--- src/sv/fbfla_pkg.sv ---
// Shared types and constants for the fixed block free list allocator.
`default_nettype none
package fbfla_pkg;

    localparam int MAX_BLOCKS  = 64;
    localparam int BLOCK_BYTES = 1024;

    localparam int BLK_W  = $clog2(MAX_BLOCKS);
    localparam int CNT_W  = $clog2(MAX_BLOCKS + 1);
    localparam int SIZE_W = 11;
    localparam int CMD_W  = 2;
    localparam int STAT_W = 2;

    typedef logic [BLK_W-1:0] t_blk;
    typedef logic [CNT_W-1:0] t_cnt;

    typedef enum logic [CMD_W-1:0] {
        CMD_ALLOC = 2'd0,
        CMD_FREE  = 2'd1,
        CMD_INIT  = 2'd2,
        CMD_NOP   = 2'd3
    } t_cmd;

    typedef enum logic [STAT_W-1:0] {
        ST_OK        = 2'd0,
        ST_TOO_LARGE = 2'd1,
        ST_NO_FREE   = 2'd2,
        ST_IGNORED   = 2'd3
    } t_status;

    // Per-cycle operation applied to every cell of the stack chain.
    typedef enum logic [1:0] {
        CELL_HOLD = 2'd0,
        CELL_PUSH = 2'd1,
        CELL_POP  = 2'd2,
        CELL_LOAD = 2'd3
    } t_cell_op;

endpackage : fbfla_pkg
`default_nettype wire

--- src/sv/fixed_block_free_list_allocator_unit.sv ---
// Top level of the fixed block free list allocator.
// An accepted transaction's result is registered in the output register.
// Throughput: one transaction per cycle unless the output stalls; the stack shift and
// count update finish in the same cycle, so the next one sees the new state at once.
// Reset (synchronous, active low): list empty, all blocks unused, block_count = 64,
// output register empty. Stack cells are not reset; only filled entries are read.
`default_nettype none
module fixed_block_free_list_allocator_unit
    import fbfla_pkg::*;
(
    input  wire logic                i_clk,
    input  wire logic                i_rst_n,
    // configuration
    input  wire logic                i_cfg_we,
    input  wire logic [CNT_W-1:0]    i_cfg_data,
    // request channel
    input  wire logic                i_in_valid,
    output logic                     o_in_stall,
    input  wire logic [CMD_W-1:0]    i_command,
    input  wire logic [SIZE_W-1:0]   i_request_size,
    input  wire logic [BLK_W-1:0]    i_block_index,
    // result channel
    output logic                     o_out_valid,
    input  wire logic                i_out_stall,
    output logic                     o_granted,
    output logic [BLK_W-1:0]         o_given_block,
    output logic [STAT_W-1:0]        o_status
);

    // ---------------------------------------------------------------
    // State
    // ---------------------------------------------------------------
    t_cnt                  r_block_count;
    t_cnt                  r_free_count;
    t_cnt                  n_free_count;
    // One bit per block: set while the block holds a nonzero recorded size.
    // Only "nonzero" is ever observed, so the size value itself is not kept.
    logic [MAX_BLOCKS-1:0] r_used;

    logic                  r_out_valid;
    logic                  r_granted;
    t_blk                  r_given_block;
    t_status               r_status;

    // Transaction taken when valid and not stalled.
    logic in_acc;
    assign o_in_stall = r_out_valid && i_out_stall;
    assign in_acc     = i_in_valid && !o_in_stall;

    // ---------------------------------------------------------------
    // Stack chain: cell 0 is the top of the free list.
    // Push shifts every entry one cell down, pop one cell up.
    // ---------------------------------------------------------------
    t_cell_op cell_op;
    t_blk     cell_data [MAX_BLOCKS];

    for (genvar k = 0; k < MAX_BLOCKS; k++) begin : g_cell
        t_blk push_src;
        t_blk pop_src;

        if (k == 0) begin : g_top
            assign push_src = i_block_index;
        end else begin : g_mid
            assign push_src = cell_data[k-1];
        end

        if (k == MAX_BLOCKS - 1) begin : g_bot
            assign pop_src = cell_data[k];
        end else begin : g_up
            assign pop_src = cell_data[k+1];
        end

        // Init loads block k into cell k: block 0 ends up on top.
        fbfla_cell u_cell (
            .i_clk       (i_clk),
            .i_op        (cell_op),
            .i_push_data (push_src),
            .i_pop_data  (pop_src),
            .i_load_data (BLK_W'(k)),
            .o_data      (cell_data[k])
        );
    end

    // ---------------------------------------------------------------
    // Command decode
    // ---------------------------------------------------------------
    t_cmd    cmd;
    t_cnt    init_n;
    logic    res_granted;
    t_blk    res_block;
    t_status res_status;
    logic    used_set;      // record allocation into block res_block
    logic    used_clr;      // clear the freed block
    logic    used_clr_all;  // init wipes every record

    assign cmd    = t_cmd'(i_command);
    // block_count above the pool size saturates
    assign init_n = (r_block_count > t_cnt'(MAX_BLOCKS)) ? t_cnt'(MAX_BLOCKS)
                                                         : r_block_count;

    always_comb begin
        res_granted  = 1'b0;
        res_block    = '0;
        res_status   = ST_OK;
        n_free_count = r_free_count;
        cell_op      = CELL_HOLD;
        used_set     = 1'b0;
        used_clr     = 1'b0;
        used_clr_all = 1'b0;

        if (in_acc) begin
            case (cmd)
                CMD_ALLOC: begin
                    if (i_request_size > SIZE_W'(BLOCK_BYTES)) begin
                        res_status = ST_TOO_LARGE;
                    end else if (r_free_count == '0) begin
                        res_status = ST_NO_FREE;
                    end else begin
                        res_granted  = 1'b1;
                        res_block    = cell_data[0];
                        n_free_count = r_free_count - t_cnt'(1);
                        cell_op      = CELL_POP;
                        used_set     = 1'b1;
                    end
                end
                CMD_FREE: begin
                    // unused block, double free or zero-size block: ignored
                    if (!r_used[i_block_index] ||
                        r_free_count >= t_cnt'(MAX_BLOCKS)) begin
                        res_status = ST_IGNORED;
                    end else begin
                        res_granted  = 1'b1;
                        n_free_count = r_free_count + t_cnt'(1);
                        cell_op      = CELL_PUSH;
                        used_clr     = 1'b1;
                    end
                end
                CMD_INIT: begin
                    n_free_count = init_n;
                    cell_op      = CELL_LOAD;
                    used_clr_all = 1'b1;
                end
                default: begin
                    // unused command: all-zero result, no state change
                end
            endcase
        end
    end

    // ---------------------------------------------------------------
    // Registers
    // ---------------------------------------------------------------
    always_ff @(posedge i_clk) begin
        if (!i_rst_n) begin
            r_block_count <= t_cnt'(MAX_BLOCKS);
            r_free_count  <= '0;
            r_used        <= '0;
            r_out_valid   <= 1'b0;
        end else begin
            if (i_cfg_we) begin
                r_block_count <= i_cfg_data;
            end
            r_free_count <= n_free_count;
            if (used_clr_all) begin
                r_used <= '0;
            end else if (used_set) begin
                // a zero-size allocation leaves the block unfreeable
                r_used[res_block] <= (i_request_size != '0);
            end else if (used_clr) begin
                r_used[i_block_index] <= 1'b0;
            end
            if (!o_in_stall) begin
                r_out_valid <= in_acc;
            end
        end
    end

    // Result payload: loaded with each accepted transaction, no reset needed.
    always_ff @(posedge i_clk) begin
        if (in_acc) begin
            r_granted     <= res_granted;
            r_given_block <= res_block;
            r_status      <= res_status;
        end
    end

    assign o_out_valid   = r_out_valid;
    assign o_granted     = r_granted;
    assign o_given_block = r_given_block;
    assign o_status      = r_status;

endmodule : fixed_block_free_list_allocator_unit
`default_nettype wire

--- src/sv/fbfla_cell.sv ---
// One cell of the free list shift stack: holds a single block index.
`default_nettype none
module fbfla_cell
    import fbfla_pkg::*;
(
    input  wire logic     i_clk,
    input  wire t_cell_op i_op,
    input  wire t_blk     i_push_data,  // from the cell nearer the top
    input  wire t_blk     i_pop_data,   // from the cell further down
    input  wire t_blk     i_load_data,  // this cell's own position
    output t_blk          o_data
);

    t_blk r_data;
    t_blk n_data;

    always_comb begin
        case (i_op)
            CELL_PUSH: n_data = i_push_data;
            CELL_POP:  n_data = i_pop_data;
            CELL_LOAD: n_data = i_load_data;
            default:   n_data = r_data;
        endcase
    end

    always_ff @(posedge i_clk) begin
        r_data <= n_data;
    end

    assign o_data = r_data;

endmodule : fbfla_cell
`default_nettype wire

--- config.mk ---
export PLATFORM = sky130hd
export DESIGN_NAME = fixed_block_free_list_allocator_unit
export DESIGN_NICKNAME = d
export VERILOG_FILES = /design/src/sv/fbfla_pkg.sv /design/src/sv/fixed_block_free_list_allocator_unit.sv /design/src/sv/fbfla_cell.sv
export SDC_FILE = /design/constraint.sdc
export NUM_CORES = 1
export LEC_CHECK = 0
export ABC_AREA = 1
export BUFFER_PORTS_ARGS = -buffer_cell sky130_fd_sc_hd__buf_2
export CAP_MARGIN = 40
export CORE_AREA = 2 2 147 257
export DETAILED_ROUTE_END_ITERATION = 16
export DIE_AREA = 0 0 149 259
export GPL_TIMING_DRIVEN = 0
export PLACE_DENSITY = 0.79
export SYNTH_ARGS = -nofsm -noshare
export SYNTH_HDL_FRONTEND = slang
export SYNTH_SLANG_ARGS = --single-unit
--- constraint.sdc ---
create_clock -name i_clk -period 13.5 [get_ports i_clk]
set_clock_uncertainty 0.2 [all_clocks]
set_input_delay 0.675 -clock i_clk [delete_from_list [all_inputs] [get_ports i_clk]]
set_output_delay 0.675 -clock i_clk [all_outputs]
set_load 0.005 [all_outputs]
After elaboration in Yosys (flattened, before gate mapping). Cells that the tools add are included.

Flip-flop bits (word level): 472. Input bits: 31. Output and inout port bits: 11.

Add/sub/neg operators: 2. Magnitude comparators: 7. Equality and inequality tests: 8. Muxes and demuxes: 101. Bitwise operators: 3. Reduce and logical (&&, ||, !) cells: 16.

Operators with widths (number): one-hot mux 6 bit (3 select lines) (63); 2-to-1 mux 64 bit (2); bitwise AND 64 bit (1); bitwise mux 64 bit (1); inverter 64 bit (1); 2-to-1 mux 7 bit (4); 2-to-1 mux 6 bit (4); one-hot mux 7 bit (3 select lines) (1); < comparator 6 x 7 -> 1 bit, second input constant (2); 2-to-1 mux 1 bit (13); demux 1 bit (select 6 bit) (2); greater-or-equal comparator 6 x 1 -> 1 bit, second input constant (2); 2-to-1 mux 2 bit (6); one-hot mux 6 bit (2 select lines) (1); > comparator 11 bit, second input constant (1); nonzero test 11 bit (1); adder 7 x 1 -> 7 bit, second input constant (1); greater-or-equal comparator 7 bit, second input constant (1); > comparator 7 bit, second input constant (1); zero test 7 bit (1); subtractor 7 x 1 -> 7 bit, second input constant (1); binary-select mux 1 bit (select 6 bit) (1); == test 2 bit, second input constant (3); != test 2 bit, second input constant (3); 13 further kinds (20).

Depth between registers and ports, before layout.
Word-level depth: 11. Mapped depth: 16.

Modules after synthesis. From an unflattened synthesis, not the netlist that was laid out.

Cells, all modules: 3322. Area, all modules: 26932.1 um2.

Modules (own cells, without submodules): fbfla_cell (instances 64, cells each 34, area each 315.3 um2, sequential area each 180.2 um2); fixed_block_free_list_allocator_unit (instances 1, cells each 1146, area each 6752.7 um2, sequential area each 1851.8 um2).

Worst setup path after synthesis. No wires, ideal clock.

Kind: input port to flip-flop. Start: input port i_block_index[0]. End: register g_cell[0].u_cell.r_data[0], enable pin. Arrival: 8.012 ns. Required time: 10.525 ns. Slack: 2.513 ns. Stages: 13. Cells stage by stage: buf_4 buf_6 o211ai_1 nand2_1 o21ai_1 nand2_1 nor2_1 nand2_1 nand2_2 nand2_1 nand2_2 buf_2 nand2_1.

Cells in the longest elaborated chain, start to end: 9.

Ends and longest elaborated chain: from (decl) (line fixed_block_free_list_allocator_unit.sv:21) `input wire logic [BLK_W-1:0] i_block_index,`; binary-select mux 1 bit (select 6 bit) (*) (line fixed_block_free_list_allocator_unit.sv:128) `if (!r_used[i_block_index] ||`; 2-to-1 mux 1 bit (implied by the code) (*) (line fixed_block_free_list_allocator_unit.sv:128); zero test 1 bit (*) (line fixed_block_free_list_allocator_unit.sv:128); logical OR 1 bit (*) (line fixed_block_free_list_allocator_unit.sv:128); 2-to-1 mux 1 bit (*) (line fixed_block_free_list_allocator_unit.sv:128); one-hot mux 2 bit (3 select lines) (*) (line fixed_block_free_list_allocator_unit.sv:112) `case (cmd)`; 2-to-1 mux 2 bit (*) (line fixed_block_free_list_allocator_unit.sv:111) `if (in_acc) begin`; == test 2 x 1 -> 1 bit, or another cell as far along (line fbfla_cell.sv:18) `case (i_op)`; nonzero test 3 bit (no line) (*); to (signal assigned) (line fbfla_cell.sv:27) `r_data <= n_data;`; to (decl) (line fbfla_cell.sv:14) `t_blk r_data;`.

Every way passes the cells marked *; elsewhere a longest branch is shown, timed or not. The select of a mux whose other input is x is not followed. A chain may end at the register's enable or synchronous reset.

Worst setup path in the final report.
Start: input port i_block_index[1]. End: register g_cell[47].u_cell.r_data[3], enable pin.

Cells in the longest elaborated chain, start to end: 9.

Ends and longest elaborated chain (line): binary-select mux 1 bit (select 6 bit) (*) (fixed_block_free_list_allocator_unit.sv:128); 2-to-1 mux 1 bit (implied by the code) (*) (fixed_block_free_list_allocator_unit.sv:128); zero test 1 bit (*) (fixed_block_free_list_allocator_unit.sv:128); logical OR 1 bit (*) (fixed_block_free_list_allocator_unit.sv:128); 2-to-1 mux 1 bit (*) (fixed_block_free_list_allocator_unit.sv:128); one-hot mux 2 bit (3 select lines) (*) (fixed_block_free_list_allocator_unit.sv:112); 2-to-1 mux 2 bit (*) (fixed_block_free_list_allocator_unit.sv:111); == test 2 x 1 -> 1 bit, or another cell as far along (fbfla_cell.sv:18); nonzero test 3 bit (no line) (*); to (signal assigned) (fbfla_cell.sv:27); to (decl) (fbfla_cell.sv:14).

Marked as above.

==> results.yml <==
status:
  status: "finished clean"
logic_synthesis:
  synthArstFlopShare: 0
  synthCells: 2429
  yosysTopAreaCellShare: 0.5163
  synth-seq-cells: 472
  synth_area_leaders: "edfxtp_1 (52%), inv_1 (8.8%), dfxtp_1 (6.9%)"
  syn_avg_cell_area_um2: 9.409
  yosysMostFrequentCell: "inv_1"
  syn_nets: 2469
  synth_top_area_cell: "edfxtp_1"
  synth_ff_type: "edfxtp_1"
  yosysSeqAreaShare: 0.5855
  ys_types: 36
  yosys-top-cells-count: "inv_1 (536), edfxtp_1 (393), nand2_1 (391)"
  synth_edf_count: 393
  synthesis.area_um2: 22860
  ys_warn_count: 0
floorplanning:
  num_rows: 93
  coreArea_um2: 36540
  start_util: 0.6255
  die_x_um: 149
  die_h_um: 259
  io_pins: 42
  dieArea_um2: 38590
final_layout:
  layout.cells.non_filler: 3039
  drive_above_1_share: 0.1037
  design_area_um2: 25290
  fin_nets: 2572
  fin_util: 0.6921
  fill_cells: 2777
  area_delta_synth_final_pct: 10.65
  antenna_cells: 0
clocking:
  numCtsBuffers: 43
  cts_setup_buffers: 0
  clockBufferDepth: 3
  cts_max_level: 2
  cts_hold_buf: 0
  cts.sinks: 472
  cts_root_buf: "clkbuf_16"
  clk_pin_slew_worst_paths_ns: 0.07
  clock_latency_ns: 0.58
  cts_resized: 0
  cts_tree: "done"
setup_path:
  critPathKind: "in2reg"
  cp-start-kind: "input port"
  reg2reg_from: "r_free_count[0]"
  worstSetupEndpointType: "flip-flop"
  crit_required_ns: 13.53
  r2r-end: "g_cell[47].u_cell.o_data[3]"
  cp.arrival_ns: 5.11
  worstRegToRegCells: 13
  crit_path_start: "i_block_index[1]"
  cp_max_fo: 72
  regToRegSetupSlack_ns: 8.94
  crit_end: "g_cell[47].u_cell.o_data[3]"
global_route:
  grt_overflow: 0
  antenna_found_initial: 0
  use_met3: 0.04728
  grtUsageTotal: 0.3388
  busiest_layer: "met2"
  grt_pass1_wl_mm: 100.7
  met2_usage: 0.5924
  grt_max_degree: 73
  grt_pass1_vias: 18580
  grtUsageMet1: 0.3756
power:
  p_per_area_nw_per_um2: 136.7
  p_total_mw: 3.457
  p_leak_nw: 10.86
  irDropWorstVdd_mv: 0.1252
placed_design:
  dpl.cell_count: 2962
  pre_cts_ws_ns: 8.148
  placed_cell_area_um2: 23920
  hpwl_mm: 44.69
  io_buffers: 41
  gp_congestion: 0.9427
drt:
  route.antenna.remaining_nets: 0
  drcViolationCount: 0
  vias: 18470
  wl_per_cell_um: 21.47
  drt-pass1-iter-count: 6
  drt-total-wl_mm: 65.26
  drtIter0Drc: 2158
  vias_per_cell: 6.078
sta:
  period_share: 0.3760
  tightest_slew_ns: 0.9478
  finalHoldViolCount: 0
  max_freq_ghz: 0.1970
  slew_headroom: 0.3647
  setup_viol: 0
  fin_crit_ns: 5.077
  slew_viol_final: 0
  whs_ns: 0.1087
  worst_slack_ns: 8.423
  setup_tns_ns: 0
  rsz0062_at_grt: "false"
worst_hold_path:
  min_from: "i_cfg_data[6]"
  hold_path_class: "in2reg"
flow_run:
  maxCapViolCount: 0
-- worst max-delay path, cell delays in order --
cell and delay, ns:
buf_2 0.13, inv_1 0.10, nor2_2 0.68, nand3_1 0.17, nand2_1 0.14, o21ai_1 0.07, nand2_1 0.14, nor2_1 0.07
nand2_1 0.19, nand2_2 0.11, nand2_1 0.19, nand2_2 0.24, buf_2 0.30, nand2_4 0.49, buf_12 0.30, buf_16 0.29
buf_16 0.32, buf_16 0.35
-- where the power goes --
part	switching, mW	leakage, nW	total [mW]	internal, mW
sequential	0.0607	4.37	1.81	1.74
clock	0.572	0.657	1.22	0.652
combinational	0.285	5.84	0.428	0.143
total	0.918	10.9	3.46	2.54
-- registers in the layout, summed over array words and instances, names as in the netlist --
register and count:
r_free_count 7, r_block_count 7, o_status 2, o_given_block 6, r_used 64, o_out_valid 1, o_granted 1, g_cell.u_cell.o_data 384
-- logic make-up after synthesis --
group	Yosys count	share of synthesized area
buffers and inverters	669	0.1167
AO/OA/AOI/OAI	547	0.1578
flip-flops	472	0.5855
XOR/XNOR	1	0.0003833
AND/OR/NAND/NOR	731	0.1343
adder cells (fa/ha/maj)	9	0.005256
-- how the worst min path moves through the flow --
stage / to / depth (start not counted) / slack (ns)
final: r_block_count[6] / 3 / 0.11
after global routing: r_block_count[6] / 3 / 0.11
after CTS: r_block_count[6] / 3 / 0.09
after detailed placement: r_block_count[2] / 2 / 0.27
after global placement: r_block_count[1] / 2 / 0.26
after floorplan: r_block_count[3] / 2 / 0.25
-- cell type report --
type | instances | area (um^2) | area share
multi-input cells | 1288 | 6818 | 0.2696
well taps | 475 | 594.3 | 0.02350
clock buffers | 47 | 1091 | 0.04314
inverters | 542 | 2034 | 0.08045
clock inverters | 30 | 275.3 | 0.01088
plain buffers | 127 | 633.1 | 0.02503
repair buffers | 58 | 460.4 | 0.01821
flip-flops and latches | 472 | 13380 | 0.5292
-- routing by layer --
layer  share of wire  vias to the layer above
li1                -                     8418
met1            0.34                     8763
met2            0.50                      986
met3           0.074                      304
met4           0.084                        0
met5               0                        -
-- cells in the final DEF (no fill, tap or decap), types with 3 or more instances in the layout --
cell          n
nand2_2       3
nand3_1     130
clkbuf_16    43
buf_2        88
o22ai_2      50
nor3_1       10
o211ai_1     66
edfxtp_1    393
nand4_1      14
buf_1        16
nor3_2       11
buf_16        5
a21oi_1      10
clkinvlp_4    5
buf_4        15
inv_1       536
inv_6         3
o21ai_1      37
dfxtp_1      79
ha_1          8
nor2_2        6
o22ai_1     243
clkbuf_1     51
nor2_1      160
nand2_1     390
o21ai_0     134
inv_2         5
clkinv_1     10
clkinv_2      6
bufinv_16     3
buf_6        13
Power figures use the tool's default switching activity.
